==> src/design/fst_pkg.sv <==
// Package with shared types and codes for the flow statistics table.
package fst_pkg;

    localparam int TupleW = 104;
    localparam int LenW   = 16;
    localparam int CountW = 4;

    typedef enum logic [2:0] {
        KIND_COUNTED = 3'd0,
        KIND_NEW     = 3'd1,
        KIND_DROPPED = 3'd2,
        KIND_RECORD  = 3'd3,
        KIND_EMPTY   = 3'd4
    } kind_t;

    typedef enum logic [2:0] {
        ST_IDLE,
        ST_SEARCH,
        ST_CLEAR,
        ST_DUMP,
        ST_OUT
    } state_t;

    localparam logic OP_PACKET = 1'b0;
    localparam logic OP_FLUSH  = 1'b1;

    typedef struct packed {
        kind_t              kind;
        logic [TupleW-1:0]  tuple;
        logic [CountW-1:0]  count;
        logic [2:0]         slot;
        logic [LenW-1:0]    size;
        logic               last;
    } result_t;

endpackage

==> src/design/fst_size_mem.sv <==
// Size slot memory: one write port and one registered read port.
module fst_size_mem #(
    parameter int Depth = 64,
    parameter int AddrW = 6
) (
    input  logic             clk,
    input  logic             we,
    input  logic [AddrW-1:0] waddr,
    input  logic [15:0]      wdata,
    input  logic [AddrW-1:0] raddr,
    output logic [15:0]      rdata
);

    logic [15:0] mem [Depth];

    always_ff @(posedge clk)
    begin
        if (we)
        begin
            mem[waddr] <= wdata;
        end
        rdata <= mem[raddr];
    end

endmodule

==> src/design/flow_stats_table_top.sv <==
// Top level of the per-flow five-tuple statistics table.
//
// Channel   Direction  tdata / tuser contents
// s_axis    in         tdata: opcode, src_ip, dst_ip, sport, dport, proto, pkt_length
// m_axis    out        tdata: rec_src_ip .. slot_size; tuser: kind; tlast: last
//
// A packet compares one stored tuple per cycle, and a new flow then clears its
// MAX_SIZES slots one per cycle. A dump handles each record in order: it addresses
// the registered memory port, then takes the read data and then presents the
// transaction, which waits for as long as the receiver stalls.
// Reset is asynchronous and active low and needs no clearing pass. The block takes
// no item until every result has been taken.
module flow_stats_table_top #(
    parameter int MAX_FLOWS = 8,
    parameter int MAX_SIZES = 8
) (
    input  logic         clk,
    input  logic         rst_n,
    input  logic         s_axis_tvalid,
    output logic         s_axis_tready,
    // opcode[0], src_ip[32:1], dst_ip[64:33], sport[80:65], dport[96:81],
    // proto[104:97], pkt_length[120:105], zero fill
    input  logic [127:0] s_axis_tdata,
    output logic         m_axis_tvalid,
    input  logic         m_axis_tready,
    // rec_src_ip[31:0], rec_dst_ip[63:32], rec_sport[79:64],
    // rec_dport[95:80], rec_proto[103:96], rec_count[107:104],
    // slot_index[110:108], slot_size[126:111], zero fill
    output logic [127:0] m_axis_tdata,
    // kind[2:0]
    output logic [2:0]   m_axis_tuser,
    output logic         m_axis_tlast
);

    localparam int FW = (MAX_FLOWS > 1) ? $clog2(MAX_FLOWS) : 1;
    localparam int SW = (MAX_SIZES > 1) ? $clog2(MAX_SIZES) : 1;
    localparam int AW = FW + SW;

    fst_pkg::state_t state_reg, state_next;

    logic [MAX_FLOWS-1:0] valid_reg, valid_next;
    logic [103:0]         tuple_mem [MAX_FLOWS];
    logic [3:0]           cnt_mem [MAX_FLOWS];
    logic [FW:0]          used_reg, used_next;
    logic [3:0]           total_reg, total_next;
    logic [FW:0]          idx_reg, idx_next;
    logic [SW:0]          slot_reg, slot_next;
    logic                 phase_reg, phase_next;
    logic                 reset_total_reg, reset_total_next;
    logic [103:0]         key_reg;
    logic [15:0]          len_reg;
    fst_pkg::result_t     res_reg, res_next;
    logic                 res_load;

    logic          tup_we, cnt_we;
    logic [FW-1:0] tup_addr;
    logic [3:0]    cnt_wdata;
    logic          mem_we;
    logic [AW-1:0] mem_waddr, mem_raddr;
    logic [15:0]   mem_wdata, mem_rdata;
    logic [FW-1:0] cur;
    logic [3:0]    inc;
    logic          hit;

    assign cur = idx_reg[FW-1:0];
    assign hit = valid_reg[cur] && (tuple_mem[cur] == key_reg);
    assign inc = (cnt_mem[cur] == 4'd15) ? 4'd15 : cnt_mem[cur] + 4'd1;

    fst_size_mem #(.Depth(MAX_FLOWS * MAX_SIZES), .AddrW(AW)) u_mem (
        .clk   (clk),
        .we    (mem_we),
        .waddr (mem_waddr),
        .wdata (mem_wdata),
        .raddr (mem_raddr),
        .rdata (mem_rdata)
    );

    always_ff @(posedge clk or negedge rst_n)
    begin
        if (!rst_n)
        begin
            state_reg       <= fst_pkg::ST_IDLE;
            valid_reg       <= '0;
            used_reg        <= '0;
            total_reg       <= '0;
            idx_reg         <= '0;
            slot_reg        <= '0;
            phase_reg       <= 1'b0;
            reset_total_reg <= 1'b0;
        end
        else
        begin
            state_reg       <= state_next;
            valid_reg       <= valid_next;
            used_reg        <= used_next;
            total_reg       <= total_next;
            idx_reg         <= idx_next;
            slot_reg        <= slot_next;
            phase_reg       <= phase_next;
            reset_total_reg <= reset_total_next;
        end
    end

    always_ff @(posedge clk)
    begin
        if (state_reg == fst_pkg::ST_IDLE && s_axis_tvalid)
        begin
            key_reg <= s_axis_tdata[104:1];
            len_reg <= s_axis_tdata[120:105];
        end
        if (tup_we)
        begin
            tuple_mem[tup_addr] <= key_reg;
        end
        if (cnt_we)
        begin
            cnt_mem[tup_addr] <= cnt_wdata;
        end
        if (res_load)
        begin
            res_reg <= res_next;
        end
    end

    always_comb
    begin
        state_next       = state_reg;
        valid_next       = valid_reg;
        used_next        = used_reg;
        total_next       = total_reg;
        idx_next         = idx_reg;
        slot_next        = slot_reg;
        phase_next       = phase_reg;
        reset_total_next = reset_total_reg;
        res_next         = '0;
        res_load         = 1'b0;
        tup_we           = 1'b0;
        cnt_we           = 1'b0;
        tup_addr         = cur;
        cnt_wdata        = inc;
        mem_we           = 1'b0;
        mem_waddr        = {cur, slot_reg[SW-1:0]};
        mem_wdata        = 16'd0;
        mem_raddr        = {cur, slot_reg[SW-1:0]};
        s_axis_tready    = 1'b0;

        case (state_reg)
            fst_pkg::ST_IDLE:
            begin
                s_axis_tready = 1'b1;
                if (s_axis_tvalid)
                begin
                    idx_next = '0;
                    if (s_axis_tdata[0] == fst_pkg::OP_FLUSH)
                    begin
                        reset_total_next = 1'b0;
                        idx_next   = used_reg;
                        slot_next  = '0;
                        phase_next = 1'b0;
                        state_next = fst_pkg::ST_DUMP;
                    end
                    else
                    begin
                        state_next = fst_pkg::ST_SEARCH;
                    end
                end
            end
            fst_pkg::ST_SEARCH:
            begin
                if (idx_reg < used_reg && hit)
                begin
                    cnt_we     = 1'b1;
                    total_next = (total_reg == 4'd15) ? 4'd15 : total_reg + 4'd1;
                    if ({1'b0, inc} <= 5'(MAX_SIZES))
                    begin
                        mem_we    = 1'b1;
                        mem_waddr = {cur, SW'(inc - 4'd1)};
                        mem_wdata = len_reg;
                    end
                    if ({1'b0, inc} >= 5'(MAX_SIZES) ||
                        {1'b0, total_next} >= 5'(MAX_SIZES))
                    begin
                        reset_total_next = 1'b1;
                        idx_next   = used_reg;
                        slot_next  = '0;
                        phase_next = 1'b0;
                        state_next = fst_pkg::ST_DUMP;
                    end
                    else
                    begin
                        res_load       = 1'b1;
                        res_next.kind  = fst_pkg::KIND_COUNTED;
                        res_next.count = inc;
                        res_next.last  = 1'b1;
                        state_next     = fst_pkg::ST_OUT;
                    end
                end
                else if (idx_reg + 1'b1 < used_reg)
                begin
                    idx_next = idx_reg + 1'b1;
                end
                else if (used_reg >= (FW+1)'(MAX_FLOWS))
                begin
                    res_load      = 1'b1;
                    res_next.kind = fst_pkg::KIND_DROPPED;
                    res_next.last = 1'b1;
                    state_next    = fst_pkg::ST_OUT;
                end
                else
                begin
                    // Take the next free entry, store the length in its first size slot and clear the rest.
                    idx_next   = used_reg;
                    slot_next  = '0;
                    state_next = fst_pkg::ST_CLEAR;
                end
            end
            fst_pkg::ST_CLEAR:
            begin
                mem_we    = 1'b1;
                mem_wdata = (slot_reg == '0) ? len_reg : 16'd0;
                if (slot_reg == '0)
                begin
                    tup_we    = 1'b1;
                    cnt_we    = 1'b1;
                    cnt_wdata = 4'd1;
                end
                if (slot_reg == (SW+1)'(MAX_SIZES - 1))
                begin
                    valid_next[cur] = 1'b1;
                    used_next       = used_reg + 1'b1;
                    res_load        = 1'b1;
                    res_next.kind   = fst_pkg::KIND_NEW;
                    res_next.count  = 4'd1;
                    res_next.last   = 1'b1;
                    state_next      = fst_pkg::ST_OUT;
                end
                else
                begin
                    slot_next = slot_reg + 1'b1;
                end
            end
            fst_pkg::ST_DUMP:
            begin
                // First phase addresses the memory, second takes the read data.
                if (idx_reg == '0)
                begin
                    res_load      = 1'b1;
                    res_next.kind = fst_pkg::KIND_EMPTY;
                    res_next.last = 1'b1;
                    valid_next    = '0;
                    used_next     = '0;
                    if (reset_total_reg)
                    begin
                        total_next = '0;
                    end
                    state_next    = fst_pkg::ST_OUT;
                end
                else
                begin
                    mem_raddr = {FW'(idx_reg - 1'b1), slot_reg[SW-1:0]};
                    if (!phase_reg)
                    begin
                        phase_next = 1'b1;
                    end
                    else
                    begin
                        res_load       = 1'b1;
                        res_next.kind  = fst_pkg::KIND_RECORD;
                        res_next.tuple = tuple_mem[FW'(idx_reg - 1'b1)];
                        res_next.count = cnt_mem[FW'(idx_reg - 1'b1)];
                        res_next.slot  = 3'(slot_reg);
                        res_next.size  = mem_rdata;
                        res_next.last  = (idx_reg == (FW+1)'(1)) &&
                                         (slot_reg == (SW+1)'(MAX_SIZES - 1));
                        if (res_next.last)
                        begin
                            valid_next = '0;
                            used_next  = '0;
                            if (reset_total_reg)
                            begin
                                total_next = '0;
                            end
                        end
                        state_next = fst_pkg::ST_OUT;
                    end
                end
            end
            fst_pkg::ST_OUT:
            begin
                if (m_axis_tready)
                begin
                    if (res_reg.last)
                    begin
                        state_next = fst_pkg::ST_IDLE;
                    end
                    else
                    begin
                        phase_next = 1'b0;
                        state_next = fst_pkg::ST_DUMP;
                        if (slot_reg == (SW+1)'(MAX_SIZES - 1))
                        begin
                            slot_next = '0;
                            idx_next  = idx_reg - 1'b1;
                        end
                        else
                        begin
                            slot_next = slot_reg + 1'b1;
                        end
                    end
                end
            end
            default:
            begin
                state_next = fst_pkg::ST_IDLE;
            end
        endcase
    end

    assign m_axis_tvalid = (state_reg == fst_pkg::ST_OUT);
    assign m_axis_tuser  = res_reg.kind;
    assign m_axis_tlast  = res_reg.last;
    assign m_axis_tdata  = {1'b0, res_reg.size, res_reg.slot, res_reg.count,
                            res_reg.tuple[103:96], res_reg.tuple[95:80],
                            res_reg.tuple[79:64], res_reg.tuple[63:32],
                            res_reg.tuple[31:0]};

    property p_no_result_when_idle;
        @(posedge clk) disable iff (!rst_n)
        (state_reg == fst_pkg::ST_IDLE) |-> !m_axis_tvalid;
    endproperty
    assert property (p_no_result_when_idle) else $error("result while idle");

    property p_used_bound;
        @(posedge clk) disable iff (!rst_n)
        used_reg <= (FW+1)'(MAX_FLOWS);
    endproperty
    assert property (p_used_bound) else $error("flow count beyond table");

    property p_last_clears;
        @(posedge clk) disable iff (!rst_n)
        (m_axis_tvalid && m_axis_tready && m_axis_tlast &&
         (m_axis_tuser == fst_pkg::KIND_RECORD || m_axis_tuser == fst_pkg::KIND_EMPTY))
        |-> (used_reg == '0);
    endproperty
    assert property (p_last_clears) else $error("table not cleared after dump");

endmodule
==> config.mk <==
export PLATFORM = sky130hd
export DESIGN_NAME = flow_stats_table_top
export DESIGN_NICKNAME = d
export VERILOG_FILES = /design/src/design/fst_pkg.sv /design/src/design/fst_size_mem.sv /design/src/design/flow_stats_table_top.sv
export SDC_FILE = /design/constraint.sdc
export NUM_CORES = 2
export LEC_CHECK = 0
export BUFFER_PORTS_ARGS = -buffer_cell sky130_fd_sc_hd__buf_2
export CORE_AREA = 2 2 605 607
export DETAILED_ROUTE_END_ITERATION = 10
export DIE_AREA = 0 0 607 609
export GPL_ROUTABILITY_DRIVEN = 0
export GPL_TIMING_DRIVEN = 0
export PLACE_DENSITY = 0.44
export SLEW_MARGIN = 20
export SYNTH_ARGS = -nofsm -noshare
export SYNTH_HDL_FRONTEND = slang
export SYNTH_SLANG_ARGS = --single-unit
==> constraint.sdc <==
create_clock -name clk -period 15.55 [get_ports clk]
set_input_delay 0.7775 -clock clk [delete_from_list [all_inputs] [get_ports clk]]
set_output_delay 0.7775 -clock clk [all_outputs]
set_load 0.01 [all_outputs]
==> reports/metrics.cfg <==
[status]
status=completed

[global_routing]
grt_pass1_vias=50850
overflow=0
grt_max_degree=51
grt_pass1_wl_um=447100
grtUsageTotal_pct=17.58
antenna_found_initial=35

[timing]
hold_slack_ps=62.13
slew_headroom_pct=17.40
finalSetupViolations=0
tns_ps=0
finalCriticalPeriod_ps=8704
rsz0062_at_grt=no
max_clock_freq_mhz=114.9
tightest_slew_ps=1239
report.final.slew_viol_count=0
clock_skew_ps=83.92
timing.final.crit_share_pct=55.98
final-hold-violation-count=0

[power_and_ir_drop]
power.density_nw_per_um2=188.5
irDropWorstVdd_mv=0.1075
leakagePower_uw=0.03452
power.total_uw=20640

[run]
drv_cap=0

[yosys]
synthMostInstantiatedCell=edfxtp_1
synth.cell_area_sq_um=90360
synth_mux_area_share_pct=19.49
ys_seq_area_share_pct=72.24
synth_area_leaders=edfxtp_1 (71%), mux4_2 (17%), mux2i_1 (1.8%), nand2_1 (1.2%), mux2_2 (0.83%)
synth_edf_count=2139
post_synth_most_frequent_cells=edfxtp_1 (2,139), mux4_2 (675), nand2_1 (282)
ys_types=81
ys_warn_count=0
synth_top_family_by_area=multiplexers
synthXorXnorAreaFrac_pct=0.7463
ys_ff_latch=2184
syn_area_per_cell_sq_um=20.14
yosys.area_share.simple_pct=3.253
yosysTopAreaCell=edfxtp_1
synth_fa_ha_area_share_pct=0.2354
synth_compound_area_share_pct=2.678
synth_top_flop_cell=edfxtp_1
syn-instance-count=4486
yosysTopAreaCellShare_pct=71.08
synthesis.nets=4635
postSynth.asyncResetShare_pct=1.328

[floorplanning]
die_height_um=609
die-area_sq_um=369700
initial_core_util_pct=24.83
die_x_um=607
row_count=222
io_pins=266
core_area_sq_um=363900

[setup_path]
r2r_start=idx_reg[0]
worst-setup-path-type=register to register
crit_path_max_fanout=33
r2r_cells=16
arrival_ps=9390
cp-start-kind=register
regToRegEndpoint=u_mem.mem[16][7]
startpoint=idx_reg[0]
endpoint=u_mem.mem[16][7]
cp.required_ps=16240
regToRegSetupSlack_ps=6850
critPathCaptureType=register

[cts]
clk_pin_slew_worst_paths_ps=60
cts_buffer_depth=4
clock_sinks=2184
cts_tree=built
clk-insertion-delay-late_ps=910
cts_resized=0
cts_root_buf=clkbuf_16
post-cts-setup-buffer-count=0
numCtsBuffers=236
htree_levels=4

[finish]
top_register=u_mem.mem
ff_latch_area_sq_um=65280
syn_to_final_growth_pct=21.15
largest_register_ffs=1024
drive_gt1_share_pct=33.37
multi_input_area_sq_um=24660
fill_cells=35420
fin_area_sq_um=109500
finalNetCount=5346

[routing]
drtAntennaViolNets=0
drtPass1Iterations=6
via_count=50310
drt-wirelength-per-cell_um=32.44
drt-total-wl_um=331400
vias_per_cell=4.924
drc=0
drtIter0Drc=5776

[min_path]
hold_class=primary input to register

[place]
post_dp_cell_area_sq_um=101500
port_buffers=257
hpwl_um=231900

[cells by family after synthesis]
| logic type | after synthesis |
|---|---|
| compound gates | 373 |
| xor+xnor | 77 |
| fa+ha+maj | 17 |
| buf+inv | 286 |
| flops | 2184 |
| mux | 907 |
| other cells | 1 |
| simple gates | 641 |
[final cells by class]
cell class	instances	share of cell area, %
sequential	2184	59.63
tap	4816	5.504
multi-input combinational	2016	22.53
buffer	263	1.108
inverter	23	0.07886
clock inverter	141	1.311
antenna	9	0.02057
timing repair buffer	473	4.096
clock buffer	291	5.726
[stage by stage]
stage	util, %	cells	setup slack, ps
floorplan	-	4486	5999
global placement	26.84	9559	-7599
detailed placement	27.90	9753	6933
CTS	30.07	10210	6917
global route	30.08	10210	6854
finish	30.09	10220	6846
[layout by cell type (no fill, tap or decap), types with 40 or more instances in the layout]
| master | n |
|---|---|
| a21oi_1 | 134 |
| buf_12 | 53 |
| buf_2 | 333 |
| buf_4 | 92 |
| clkbuf_1 | 168 |
| clkbuf_16 | 241 |
| clkinv_1 | 40 |
| clkinv_2 | 42 |
| edfxtp_1 | 2139 |
| mux2_2 | 67 |
| mux2i_1 | 158 |
| mux4_2 | 675 |
| nand2_1 | 282 |
| nor2_1 | 69 |
| nor2_4 | 60 |
| o21ai_0 | 43 |
| xnor2_1 | 54 |
[worst max-delay path: stages, from the launching register on]
cell	delay, ps
dfrtp_1	520
buf_2	470
inv_1	190
buf_2	650
buf_2	830
mux2i_1	300
xnor2_1	300
nor3_1	950
nand4_1	240
nor4b_2	530
nand4_2	470
a211oi_4	920
nor2_2	430
clkbuf_1	380
buf_6	250
nor2b_4	620
buf_12	270
[metal layers]
layer,GRT usage [%],share of wire (%),vias to the layer above
met3,2.674,6.1,477
li1,-,-,20180
met1,23.84,42,27610
met2,28.33,47,2023
met4,6.700,4.2,10
met5,0,0.022,-
[power breakdown]
part | internal (uW) | leakage [uW] | switching (uW)
logic | 2450 | 0.0107 | 4860
registers | 7310 | 0.0201 | 298
clock network | 3300 | 0.00374 | 2420
total | 13100 | 0.0345 | 7580
[how the worst min path moves through the flow]
stage,to,slack [ps],startpoint,depth (start not counted)
final,key_reg[45],60,s_axis_tdata[46],1
after global routing,key_reg[51],20,s_axis_tdata[52],1
after CTS,key_reg[51],0.08,s_axis_tdata[52],1
after detailed placement,valid_reg[7],490,valid_reg[7],2
after global placement,valid_reg[7],480,valid_reg[7],2
after floorplan,valid_reg[7],460,valid_reg[7],2
[timing repair]
item,CTS,global route
hold buffers,21,0
setup endpoints to repair,0,0
endpoints found under the hold margin,49,0
Note: power is estimated with default switching activity, not from simulation.
